--- config.mk ---
export PLATFORM = sky130hd
export DESIGN_NAME = char_lcd_4bit_interface
export DESIGN_NICKNAME = d
export VERILOG_FILES = /design/src/hdl/clcd_pkg.sv /design/src/hdl/clcd_seq.sv /design/src/hdl/clcd_skid.sv /design/src/hdl/char_lcd_4bit_interface.sv
export VERILOG_INCLUDE_DIRS = /design/src /design/src/hdl
export SDC_FILE = /design/constraint.sdc
export NUM_CORES = 1
export LEC_CHECK = 0
export ABC_AREA = 1
export BUFFER_PORTS_ARGS = -buffer_cell sky130_fd_sc_hd__buf_2
export CORE_MARGIN = 2
export CORE_UTILIZATION = 50
export DETAILED_ROUTE_END_ITERATION = 16
export PLACE_DENSITY = 0.65
export SETUP_SLACK_MARGIN = 0.02
export SLEW_MARGIN = 20
export SYNTH_ARGS = -nofsm -noshare
export SYNTH_HDL_FRONTEND = slang
export SYNTH_SLANG_ARGS = --single-unit
--- constraint.sdc ---
create_clock -name clk_i -period 5.8 [get_ports clk_i]
set_clock_uncertainty 0.1 [all_clocks]
set_input_delay 0.87 -clock clk_i [delete_from_list [all_inputs] [get_ports clk_i]]
set_output_delay 0.87 -clock clk_i [all_outputs]
set_load 0.02 [all_outputs]
--- src/hdl/char_lcd_4bit_interface_defines.svh ---
// Assertion macros shared by the character LCD interface modules.
`ifndef CHAR_LCD_4BIT_INTERFACE_DEFINES_SVH
`define CHAR_LCD_4BIT_INTERFACE_DEFINES_SVH

// Property that must hold at every clock edge out of reset.
`define CLCD_ASSERT(lbl, clk, rstn, prop, msg) \
  lbl: assert property (@(posedge clk) disable iff (!rstn) (prop)) else $error(msg);

// Condition that, once seen, must be followed in the next cycle by a consequence.
`define CLCD_ASSERT_NEXT(lbl, clk, rstn, ante, cons, msg) \
  lbl: assert property (@(posedge clk) disable iff (!rstn) (ante) |=> (cons)) \
    else $error(msg);

`endif

--- src/hdl/clcd_pkg.sv ---
// Shared types, constants and functions of the character LCD interface.
`default_nettype none
package clcd_pkg;

  // Width of the tick counter; every wait saturates to 2^CounterWidth ticks.
  localparam int unsigned CounterWidth = 20;
  localparam int unsigned PulseW       = 16;
  localparam int unsigned StartupW     = 20;
  localparam int unsigned CfgDataW     = 20;
  // Durations need one bit above both the counter and the startup register.
  localparam int unsigned DurW =
      ((CounterWidth > StartupW) ? CounterWidth : StartupW) + 1;

  localparam int unsigned InTdataW  = 16;
  localparam int unsigned OutTdataW = 16;

  // Configuration register indexes.
  localparam logic [0:0] RegPulseTicks   = 1'b0;
  localparam logic [0:0] RegStartupTicks = 1'b1;

  localparam logic [PulseW-1:0]   PulseTicksReset   = PulseW'(4200);
  localparam logic [StartupW-1:0] StartupTicksReset = StartupW'(50000);

  // One result per tick; enable_pin sits in bit 0.
  typedef struct packed {
    logic       init_done;
    logic       accepted;
    logic       busy_res;
    logic [3:0] data_nibble;
    logic       select_pin;
    logic       enable_pin;
  } res_t;

  localparam int unsigned ResW = $bits(res_t);

  // One segment of the power-up sequence.
  typedef struct packed {
    logic [3:0] nib;
    logic       en;
    logic       double_len;
  } init_seg_t;

  // Power-up sequence: 3, 3, 3, 2, then 0x28, 0x0C, 0x01, 0x06 high nibble first.
  // Each nibble is an enable-high segment and an enable-low segment; the low
  // segment closing each item lasts two pulse units.
  function automatic init_seg_t init_seg(input logic [4:0] k);
    init_seg_t s;
    s.en         = ~k[0];
    s.double_len = 1'b0;
    case (k)
      5'd0, 5'd2, 5'd4:             s.nib = 4'h3;
      5'd1, 5'd3, 5'd5: begin
        s.nib        = 4'h3;
        s.double_len = 1'b1;
      end
      5'd6, 5'd8, 5'd9:             s.nib = 4'h2;
      5'd7: begin
        s.nib        = 4'h2;
        s.double_len = 1'b1;
      end
      5'd10:                        s.nib = 4'h8;
      5'd11: begin
        s.nib        = 4'h8;
        s.double_len = 1'b1;
      end
      5'd12, 5'd13, 5'd16, 5'd17,
      5'd20, 5'd21:                 s.nib = 4'h0;
      5'd14:                        s.nib = 4'hC;
      5'd15: begin
        s.nib        = 4'hC;
        s.double_len = 1'b1;
      end
      5'd18:                        s.nib = 4'h1;
      5'd19: begin
        s.nib        = 4'h1;
        s.double_len = 1'b1;
      end
      5'd22:                        s.nib = 4'h6;
      5'd23: begin
        s.nib        = 4'h6;
        s.double_len = 1'b1;
      end
      default:                      s.nib = 4'h0;
    endcase
    return s;
  endfunction

  // Clamp a wait to the counter's range.
  function automatic logic [DurW-1:0] sat_dur(input logic [DurW-1:0] d);
    logic [DurW-1:0] lim;
    lim = DurW'(1) << CounterWidth;
    return (d > lim) ? lim : d;
  endfunction

endpackage
`default_nettype wire

--- src/hdl/clcd_seq.sv ---
// Tick sequencer: phase, tick counter and pin state, one step per accepted tick.
`default_nettype none
`include "char_lcd_4bit_interface_defines.svh"
module clcd_seq (
  input  wire logic                          clk_i,
  input  wire logic                          rst_ni,
  input  wire logic                          step_en_i,
  input  wire logic                          write_request_i,
  input  wire logic [7:0]                    byte_value_i,
  input  wire logic                          register_select_i,
  input  wire logic [clcd_pkg::PulseW-1:0]   pulse_ticks_i,
  input  wire logic [clcd_pkg::StartupW-1:0] startup_ticks_i,
  output clcd_pkg::res_t                     res_o
);

  localparam int unsigned CntW = clcd_pkg::CounterWidth;
  localparam int unsigned DurW = clcd_pkg::DurW;

  localparam logic [4:0] PhStart     = 5'd0;
  localparam logic [4:0] PhInitFirst = 5'd1;
  localparam logic [4:0] PhInitLast  = 5'd24;
  localparam logic [4:0] PhIdle      = 5'd25;
  localparam logic [4:0] PhSendFirst = 5'd26;
  localparam logic [4:0] PhSendLast  = 5'd29;

  logic [4:0]      phase_q, phase_d;
  logic [CntW-1:0] cnt_q, cnt_d;
  logic [7:0]      byte_q, byte_d;
  logic            sel_q, sel_d;
  logic [3:0]      nib_q, nib_d;
  logic            strobe_q, strobe_d;

  logic [4:0]                ph_start;
  logic [4:0]                ph;
  logic [CntW-1:0]           cnt_mid;
  logic [CntW:0]             cnt_inc;
  logic [clcd_pkg::PulseW-1:0] pulse_eff;
  logic [DurW-1:0]           startup_dur;
  logic [DurW-1:0]           dur;
  logic [4:0]                init_k;
  logic [1:0]                send_k;
  clcd_pkg::init_seg_t       seg;
  logic                      acc;

  assign pulse_eff   = (pulse_ticks_i == '0) ? clcd_pkg::PulseW'(1) : pulse_ticks_i;
  assign startup_dur = clcd_pkg::sat_dur(DurW'(startup_ticks_i));
  assign ph_start    = (phase_q > PhSendLast) ? PhIdle : phase_q;

  always_comb begin
    ph      = ph_start;
    cnt_mid = cnt_q;
    byte_d  = byte_q;
    sel_d   = sel_q;
    acc     = 1'b0;
    // Startup wait already elapsed (covers a zero startup wait).
    if (ph == PhStart && DurW'(cnt_q) >= startup_dur) begin
      ph      = PhInitFirst;
      cnt_mid = '0;
    end
    if (ph == PhIdle && write_request_i) begin
      byte_d  = byte_value_i;
      sel_d   = register_select_i;
      ph      = PhSendFirst;
      cnt_mid = '0;
      acc     = 1'b1;
    end

    init_k  = ph - PhInitFirst;
    send_k  = 2'(ph - PhSendFirst);
    seg     = clcd_pkg::init_seg(init_k);
    cnt_inc = {1'b0, cnt_mid} + (CntW + 1)'(1);

    dur      = '0;
    nib_d    = nib_q;
    strobe_d = 1'b0;
    if (ph == PhStart) begin
      dur = startup_dur;
    end else if (ph <= PhInitLast) begin
      sel_d    = 1'b0;
      nib_d    = seg.nib;
      strobe_d = seg.en;
      dur      = clcd_pkg::sat_dur(seg.double_len ? DurW'({pulse_eff, 1'b0})
                                                  : DurW'(pulse_eff));
    end else if (ph >= PhSendFirst) begin
      nib_d    = send_k[1] ? byte_d[3:0] : byte_d[7:4];
      strobe_d = ~send_k[0];
      dur      = clcd_pkg::sat_dur(DurW'(pulse_eff));
    end

    phase_d = ph;
    cnt_d   = cnt_mid;
    if (ph != PhIdle) begin
      cnt_d = cnt_inc[CntW-1:0];
      // Advance on wrap or when the segment has run its length.
      if (cnt_d == '0 || DurW'(cnt_d) >= dur) begin
        phase_d = (ph == PhSendLast) ? PhIdle : ph + 5'd1;
        cnt_d   = '0;
      end
    end

    res_o.enable_pin  = strobe_d;
    res_o.select_pin  = sel_d;
    res_o.data_nibble = nib_d;
    res_o.busy_res    = (ph != PhIdle);
    res_o.accepted    = acc;
    res_o.init_done   = (ph >= PhIdle);
  end

  always_ff @(posedge clk_i or negedge rst_ni) begin
    if (!rst_ni) begin
      phase_q  <= PhStart;
      cnt_q    <= '0;
      byte_q   <= '0;
      sel_q    <= 1'b0;
      nib_q    <= '0;
      strobe_q <= 1'b0;
    end else if (step_en_i) begin
      phase_q  <= phase_d;
      cnt_q    <= cnt_d;
      byte_q   <= byte_d;
      sel_q    <= sel_d;
      nib_q    <= nib_d;
      strobe_q <= strobe_d;
    end
  end

  `CLCD_ASSERT(a_phase_legal, clk_i, rst_ni, phase_q <= PhSendLast, "phase code out of range")
  `CLCD_ASSERT_NEXT(a_done_sticky, clk_i, rst_ni, phase_q >= PhIdle, phase_q >= PhIdle, "init done lost")
  `CLCD_ASSERT_NEXT(a_accept_sends, clk_i, rst_ni, step_en_i && res_o.accepted, phase_q >= PhSendFirst, "accepted byte not sending")

endmodule
`default_nettype wire

--- src/hdl/clcd_skid.sv ---
// Output register with a skid stage so the input side can hand over one more result under a stall.
`default_nettype none
`include "char_lcd_4bit_interface_defines.svh"
module clcd_skid (
  input  wire logic           clk_i,
  input  wire logic           rst_ni,
  input  wire logic           in_valid_i,
  output logic                in_ready_o,
  input  clcd_pkg::res_t      in_data_i,
  output logic                out_valid_o,
  input  wire logic           out_ready_i,
  output clcd_pkg::res_t      out_data_o
);

  logic           out_v_q, out_v_d;
  logic           skid_v_q, skid_v_d;
  clcd_pkg::res_t out_q, out_d;
  clcd_pkg::res_t skid_q, skid_d;
  logic           in_fire;

  assign in_ready_o  = ~skid_v_q;
  assign in_fire     = in_valid_i & ~skid_v_q;
  assign out_valid_o = out_v_q;
  assign out_data_o  = out_q;

  always_comb begin
    out_v_d  = out_v_q;
    skid_v_d = skid_v_q;
    out_d    = out_q;
    skid_d   = skid_q;
    if (!out_v_q || out_ready_i) begin
      if (skid_v_q) begin
        // Drain the skid entry first.
        out_v_d  = 1'b1;
        out_d    = skid_q;
        skid_v_d = 1'b0;
      end else begin
        out_v_d = in_fire;
        out_d   = in_data_i;
      end
    end else if (in_fire) begin
      // Output stalled: park the new result.
      skid_v_d = 1'b1;
      skid_d   = in_data_i;
    end
  end

  always_ff @(posedge clk_i or negedge rst_ni) begin
    if (!rst_ni) begin
      out_v_q  <= 1'b0;
      skid_v_q <= 1'b0;
    end else begin
      out_v_q  <= out_v_d;
      skid_v_q <= skid_v_d;
    end
  end

  always_ff @(posedge clk_i) begin
    out_q  <= out_d;
    skid_q <= skid_d;
  end

  `CLCD_ASSERT(a_skid_behind_out, clk_i, rst_ni, !skid_v_q || out_v_q, "skid full with empty output")
  `CLCD_ASSERT_NEXT(a_skid_drains, clk_i, rst_ni, skid_v_q && out_ready_i, !skid_v_q, "skid did not drain")

endmodule
`default_nettype wire

--- src/hdl/char_lcd_4bit_interface.sv ---
// Top level of the 4-bit character LCD host interface.
//
//  Port group   Dir  Transfer when                  Contents
//  s_axis_*     in   s_axis_tvalid_i & tready_o     one time tick, optional byte request
//  m_axis_*     out  m_axis_tvalid_o & tready_i     pin levels and status for that tick
//  cfg_*        in   cfg_valid_i & cfg_ready_o      register write (always ready)
//
// One tick is taken per clock cycle; its result goes to the output register
// (or the skid entry). The step logic is one pass through the phase and counter
// update, so nothing limits the rate but output back-pressure. A two-entry
// output stage (register plus skid) keeps s_axis_tready_o high until both hold
// results. Reset puts the sequencer in its startup wait with all lines low.
`default_nettype none
module char_lcd_4bit_interface (
  input  wire logic                           clk_i,
  input  wire logic                           rst_ni,
  input  wire logic                           s_axis_tvalid_i,
  output logic                                s_axis_tready_o,
  // [0] write_request, [8:1] byte_value, [15:9] zero
  input  wire logic [clcd_pkg::InTdataW-1:0]  s_axis_tdata_i,
  // [0] register_select
  input  wire logic                           s_axis_tuser_i,
  output logic                                m_axis_tvalid_o,
  input  wire logic                           m_axis_tready_i,
  // [0] enable_pin, [1] select_pin, [5:2] data_nibble, [6] busy_res,
  // [7] accepted, [8] init_done, [15:9] zero
  output logic [clcd_pkg::OutTdataW-1:0]      m_axis_tdata_o,
  input  wire logic                           cfg_valid_i,
  output logic                                cfg_ready_o,
  input  wire logic [0:0]                     cfg_index_i,
  input  wire logic [clcd_pkg::CfgDataW-1:0]  cfg_data_i
);

  logic [clcd_pkg::PulseW-1:0]   pulse_q;
  logic [clcd_pkg::StartupW-1:0] startup_q;
  logic                          in_fire;
  logic                          cfg_fire;
  clcd_pkg::res_t                step_res;
  clcd_pkg::res_t                out_res;

  assign cfg_ready_o = 1'b1;
  assign cfg_fire    = cfg_valid_i & cfg_ready_o;
  assign in_fire     = s_axis_tvalid_i & s_axis_tready_o;

  always_ff @(posedge clk_i or negedge rst_ni) begin
    if (!rst_ni) begin
      pulse_q   <= clcd_pkg::PulseTicksReset;
      startup_q <= clcd_pkg::StartupTicksReset;
    end else if (cfg_fire) begin
      case (cfg_index_i)
        clcd_pkg::RegPulseTicks:   pulse_q   <= cfg_data_i[clcd_pkg::PulseW-1:0];
        clcd_pkg::RegStartupTicks: startup_q <= cfg_data_i[clcd_pkg::StartupW-1:0];
        default: ;
      endcase
    end
  end

  clcd_seq u_seq (
    .clk_i             (clk_i),
    .rst_ni            (rst_ni),
    .step_en_i         (in_fire),
    .write_request_i   (s_axis_tdata_i[0]),
    .byte_value_i      (s_axis_tdata_i[8:1]),
    .register_select_i (s_axis_tuser_i),
    .pulse_ticks_i     (pulse_q),
    .startup_ticks_i   (startup_q),
    .res_o             (step_res)
  );

  clcd_skid u_skid (
    .clk_i       (clk_i),
    .rst_ni      (rst_ni),
    .in_valid_i  (s_axis_tvalid_i),
    .in_ready_o  (s_axis_tready_o),
    .in_data_i   (step_res),
    .out_valid_o (m_axis_tvalid_o),
    .out_ready_i (m_axis_tready_i),
    .out_data_o  (out_res)
  );

  assign m_axis_tdata_o = {(clcd_pkg::OutTdataW - clcd_pkg::ResW)'(0), out_res};

endmodule
`default_nettype wire
==> impl_metrics.env, run 1 <==
export IMPL_drv_cap=0
export IMPL_drive_gt1_share_pct=21.1
export IMPL_rsz0062_at_grt="true"
export IMPL_busiest_layer="met2"
export IMPL_grt_pass1_wl_um=31100
export IMPL_use_met1_pct=36.5
export IMPL_drc=0
export IMPL_overflow=0
export IMPL_critPathBufInv=8
export IMPL_postSynth_asyncResetShare_pct=80.9
export IMPL_grt_pass1_vias=6165
export IMPL_synth_seq_area_share_pct=33.8
export IMPL_post_drt_via_cell_ratio=5.41
export IMPL_critPathCaptureType="register"
export IMPL_die_h_um=124
export IMPL_synth_area_leader_cell="dfrtp_1"
export IMPL_cts_max_level=3
export IMPL_antennaDiodeCount=0
export IMPL_finalSetupViolCount=0
export IMPL_io_buffers=46
export IMPL_synth_area_um2=7260
export IMPL_hold_path_class="input port to async pin"
export IMPL_met3_usage_pct=4.17
export IMPL_cpMostUsedCell="inv_1"
export IMPL_routed_via_count=6618
export IMPL_critical_path_top_delay_family="simple AND/OR/NAND/NOR gates"
export IMPL_cts_num_sinks=94
export IMPL_synth_distinct_cells=62
export IMPL_p_leak_uw=0.00411
export IMPL_slew_violations=0
export IMPL_hold_viol=0
export IMPL_num_io_pins=62
export IMPL_power_density_nw_per_um2=598
export IMPL_synth_yosys_warnings=0
export IMPL_worstMarginPinSlew_ps=1070
export IMPL_start_util_pct=50.5
export IMPL_drt_iter0_drc=559
export IMPL_synth_top_area_share_pct=22.8
export IMPL_cts_root_buffer_cell="clkbuf_16"
export IMPL_critPathKind="register to register"
export IMPL_cts_tree="built"
export IMPL_final_nets=1126
export IMPL_grtUsageMet2_pct=37.2
export IMPL_drt_wl_total_um=19000
export IMPL_avgRoutedWirePerCell_um=15.5
export IMPL_total_power_uw=4960
export IMPL_fillers=1365
export IMPL_arrival_ps=5600
export IMPL_grt_start_max_net_pins=77
export IMPL_cts_buffers=9
export IMPL_fin_tns_setup_ps=0
export IMPL_path_max_fanout=6
export IMPL_dieArea_um2=15500
export IMPL_crit_path_max_incr_delay_ps=560
export IMPL_avgSynthCellArea_um2=7.46
export IMPL_vdd_drop_max_mv=0.232
export IMPL_finalCritPeriodShare_pct=93.9
export IMPL_area_growth_pct=14.4
export IMPL_grt_usage_pct=24.8
export IMPL_clk_latency_ps=370
export IMPL_dp_hpwl_um=13600
export IMPL_synthFlopType="dfrtp_1"
export IMPL_cp_slowest_cell="dfstp_2"
export IMPL_gp_congestion=0.945
export IMPL_coreArea_um2=14400
export IMPL_clk_path_buf_depth=2
export IMPL_synth_area_leaders="dfrtp_1 (23%), nand2_1 (11%), ha_1 (8.3%)"
export IMPL_worstSetupStartpointType="register"
export IMPL_synth_edf_count=18
export IMPL_run_status="completed"
export IMPL_first_pass_iters=6
export IMPL_ant_nets=0
export IMPL_layout_min_cycle_time_ps=5440
export IMPL_fin_util_pct=57.8
export IMPL_antenna_found_initial=0
export IMPL_slew_headroom_pct=28.1
export IMPL_cp_required_ps=5960
export IMPL_clk_pin_slew_ps=80
export IMPL_die_x_um=124
export IMPL_synth_cells=973
export IMPL_synth_seq_cells=94
export IMPL_row_count=44
export IMPL_fmax_mhz=184
-- where the power goes --
group	switching (uW)	internal [uW]
Clock	310	306
Sequential	176	866
Combinational	1970	1330
Total	2460	2510
-- per-stage QoR --
| stage | std cells | area, um^2 | worst slack, ps | hold WS, ps |
|---|---|---|---|---|
| 2_1_floorplan | 979 | 7280 | 434 | 348 |
| 3_3_place_gp | 1191 | 7690 | 142 | 366 |
| 4_1_cts | 1207 | 7990 | 41.2 | 391 |
| 5_1_grt | 1224 | 8300 | -45.0 | 423 |
| 6_report | 1224 | 8300 | 355 | 382 |
| 3_5_place_dp | 1191 | 7690 | 71.0 | 374 |
-- layout by cell type, fill, tap and decap left out, types with 5 or more instances in the layout --
cell	Yosys	layout
dfrtp_1	66	66
nor2_1	77	70
ha_4	0	5
nand4_1	30	30
nor2_2	14	19
buf_2	3	45
a22oi_1	10	10
o211ai_1	10	10
nand3_1	43	41
xor2_1	5	5
nand2_2	10	17
conb_1	2	8
nand3_2	3	5
o21ai_0	77	76
dfstp_2	10	10
clkbuf_16	0	10
edfxtp_1	18	18
buf_4	11	35
o21ai_1	12	13
nand2_1	212	205
buf_6	6	5
inv_2	7	10
o211ai_2	9	9
a21oi_2	2	5
ha_1	48	42
inv_1	148	144
a21oi_1	55	52
o2111ai_2	5	6
-- synthesized netlist by cell type, types with 10 or more instances --
cell type	n
nand2_1	212
inv_1	148
nor2_1	77
o21ai_0	77
dfrtp_1	66
a21oi_1	55
ha_1	48
nand3_1	43
nand4_1	30
clkbuf_1	21
edfxtp_1	18
nor2_2	14
o21ai_1	12
buf_4	11
a22oi_1	10
dfstp_2	10
nand2_2	10
o211ai_1	10
-- logic make-up after synthesis --
kind of cell    count (synthesis)  synth area share [%]
compound gates                209                  18.8
xor+xnor                        5                 0.603
fa+ha+maj                      48                  8.27
buf+inv                       202                  11.9
flops                          94                  33.8
mux                             4                 0.621
other cells                     2                 0.103
simple gates                  409                  25.9
-- worst paths after layout --
check / from / endpoint / slack, ps / depth (start not counted)
max in group asynchronous: rst_ni / u_seq.cnt_q[0] / 4630 / 1
hold reg to reg: u_seq.byte_q[5] / u_seq.byte_q[5] / 390 / 2
setup reg to reg: startup_q[15] / u_seq.phase_q[1] / 360 / 41
hold / removal: rst_ni / u_skid.out_valid_o / 380 / 1
min in group clk_i: u_seq.byte_q[5] / u_seq.byte_q[5] / 390 / 2
setup / recovery: startup_q[15] / u_seq.phase_q[1] / 360 / 41
-- routing by layer --
layer / routed length [um] / share of wire (%) / vias up
li1: - / - / 3345
met1: 9090 / 48 / 3051
met2: 8310 / 44 / 192
met3: 1150 / 6.1 / 30
met4: 458 / 2.4 / 0
met5: 0 / 0 / -
-- cell type report --
class | count | area [um^2] | share of cell area, %
multi-input combinational | 683 | 4110 | 49.5
sequential | 94 | 2450 | 29.6
timing repair buffer | 88 | 604 | 7.28
inverter | 159 | 603 | 7.26
tap | 184 | 230 | 2.77
clock buffer | 9 | 225 | 2.71
clock inverter | 7 | 78.8 | 0.949
-- repair_timing --
item | CTS | global route
resized for setup | 0 | 41
hold buffers | 0 | 0
setup buffers | 0 | 16
hold endpoints to repair | 0 | 0
endpoints found under the setup margin | 0 | 25
-- state kept, by name, indices dropped and copies added (netlist names) --
register	count
u_skid.skid_q	9
u_seq.sel_q	1
u_seq.phase_q	5
u_seq.cnt_q	20
u_seq.nib_q	4
pulse_q	16
startup_q	20
u_skid.out_data_o	9
u_skid.skid_v_q	1
u_skid.out_valid_o	1
u_seq.byte_q	8
No activity file was read; power rests on OpenSTA's default activity.
==> run 2, diff against run 1 <==
- PLACE_DENSITY: 0.65 -> 0.69
==> run 2 against run 1 <==
Worst setup slack better by 17 ps. Total power is 3.2% lower. Flip-flop and latch count stayed put. Sequential power hardly changed. Critical path depth stayed put. Fmax is 0.30% higher. Highest routed layer unchanged. Clock-buffer cell count is 1 higher.
==> impl_metrics.env, run 2 (same netlist as run 1, synthesis figures left out) <==
export IMPL_drt_wl_total_um=18900
export IMPL_hold_viol=0
export IMPL_cp_required_ps=5970
export IMPL_clk_path_buf_depth=2
export IMPL_die_x_um=124
export IMPL_final_cell_mix="nand2_1 (209), inv_1 (145), o21ai_0 (77)"
export IMPL_finalCritPeriodShare_pct=93.6
export IMPL_gp_congestion=0.921
export IMPL_arrival_ps=5600
export IMPL_area_growth_pct=12.7
export IMPL_crit_path_max_incr_delay_ps=560
export IMPL_coreArea_um2=14400
export IMPL_finalSetupViolCount=0
export IMPL_layout_min_cycle_time_ps=5430
export IMPL_drc=0
export IMPL_run_status="completed"
export IMPL_ant_nets=0
export IMPL_io_buffers=46
export IMPL_avgRoutedWirePerCell_um=15.5
export IMPL_grt_pass1_vias=6089
export IMPL_pwr_share_seq_pct=22.1
export IMPL_final_common_cell="nand2_1"
export IMPL_hold_path_class="input port to async pin"
export IMPL_clk_latency_ps=360
export IMPL_drt_iter0_drc=414
export IMPL_overflow=0
export IMPL_start_util_pct=50.5
export IMPL_final_nets=1120
export IMPL_grt_pass1_wl_um=30500
export IMPL_slew_headroom_pct=42.5
export IMPL_grt_start_max_net_pins=77
export IMPL_cts_max_level=3
export IMPL_cp_slowest_cell="dfstp_2"
export IMPL_power_density_nw_per_um2=587
export IMPL_reg_largest_list="startup_q (20), u_seq.cnt_q (20), pulse_q (16)"
export IMPL_dp_hpwl_um=13700
export IMPL_die_h_um=124
export IMPL_cts_root_buffer_cell="clkbuf_16"
export IMPL_path_max_fanout=10
export IMPL_p_sw_uw=2390
export IMPL_p_leak_uw=0.00406
export IMPL_vdd_drop_max_mv=0.227
export IMPL_cpMostUsedCell="nand2_1"
export IMPL_post_drt_via_cell_ratio=5.49
export IMPL_placed_area_um2=7690
export IMPL_fmax_mhz=184
export IMPL_cts_num_sinks=94
export IMPL_fin_ws_ps=372
export IMPL_comb_power_share_pct=66.3
export IMPL_critPathBufInv=7
export IMPL_postCtsHoldBufs=0
export IMPL_worstSetupStartpointType="register"
export IMPL_row_count=44
export IMPL_dieArea_um2=15500
export IMPL_slew_violations=0
export IMPL_sw_frac_of_total_pct=49.6
export IMPL_num_io_pins=62
export IMPL_grt_usage_pct=24.3
export IMPL_critical_path_top_delay_family="simple AND/OR/NAND/NOR gates"
export IMPL_p_clk_share_pct=11.6
export IMPL_first_pass_iters=5
export IMPL_dp_slack_ps=258
export IMPL_cts_tree="built"
export IMPL_critPathKind="register to register"
export IMPL_internal_power_uw=2420
export IMPL_final_area_um2=8180
export IMPL_cts_buffers=9
export IMPL_drv_cap=0
export IMPL_total_power_uw=4800
export IMPL_critPathCaptureType="register"
export IMPL_drive_gt1_share_pct=19.5
export IMPL_antenna_found_initial=0
export IMPL_antennaDiodeCount=0
export IMPL_worstMarginPinSlew_ps=860
export IMPL_routed_via_count=6691
export IMPL_clk_pin_slew_ps=70
==> run 2: metrics by stage <==
step | cells | hold slack (ps) | util [%] | TNS, ps
after global routing | 1218 | 304 | 56.9 | -28.0
final | 1218 | 290 | 56.9 | 0
after floorplan | 979 | 348 | - | 0
after CTS | 1207 | 388 | 55.3 | 0
after global placement | 1191 | 367 | 53.5 | 0
after detailed placement | 1191 | 372 | 53.5 | 0
==> run 2: final cells by class <==
type	instances	area (um^2)
fillers	1387	6190
multi-input cells	683	4070
flip-flops and latches	94	2450
inverters	159	603
repair buffers	82	557
well taps	184	230
clock buffers	10	229
clock inverters	6	36.3
==> run 2: power by group through the flow <==
stage                     clock, uW  sequential (uW)  combinational [uW]
after floorplan                   0             1030                2110
after global routing            591             1080                3570
final                           558             1060                3180
after global placement            0             1060                2770
after CTS                       563             1050                2840
after detailed placement          0             1060                2830
==> run 2: repair_timing <==
item / in CTS / in global routing
gates resized for setup: 0 / 21
setup endpoints to repair: 0 / 25
buffers inserted: 0 / 9
==> run 2: routing by layer <==
metal	up-vias	share of wire (%)	global-route usage [%]	wire length, um
met2	195	45	37.7	8520
met5	-	0	0	0
met1	3131	48	35.3	9030
met4	0	1.6	6.74	310
met3	30	5.4	4.08	1030
li1	3335	-	-	-
==> run 2: worst reg2reg max path: cells and delay by family, from the launching register on <==
kind,cells,cell delay (ps)
fa+ha+maj,3,730
flops,1,560
buf+inv,7,750
simple gates,20,1640
compound gates,11,1570
==> run 2: final timing paths <==
check	start	to	slack [ps]	depth (start not counted)
setup / recovery	startup_q[6]	u_seq.cnt_q[9]	370	41
hold / removal	rst_ni	u_seq.cnt_q[17]	290	1
setup reg to reg	startup_q[6]	u_seq.cnt_q[9]	370	41
hold reg to reg	u_seq.sel_q	u_seq.sel_q	380	2
max in group asynchronous	rst_ni	startup_q[8]	4670	2
min in group clk_i	u_seq.sel_q	u_seq.sel_q	380	2
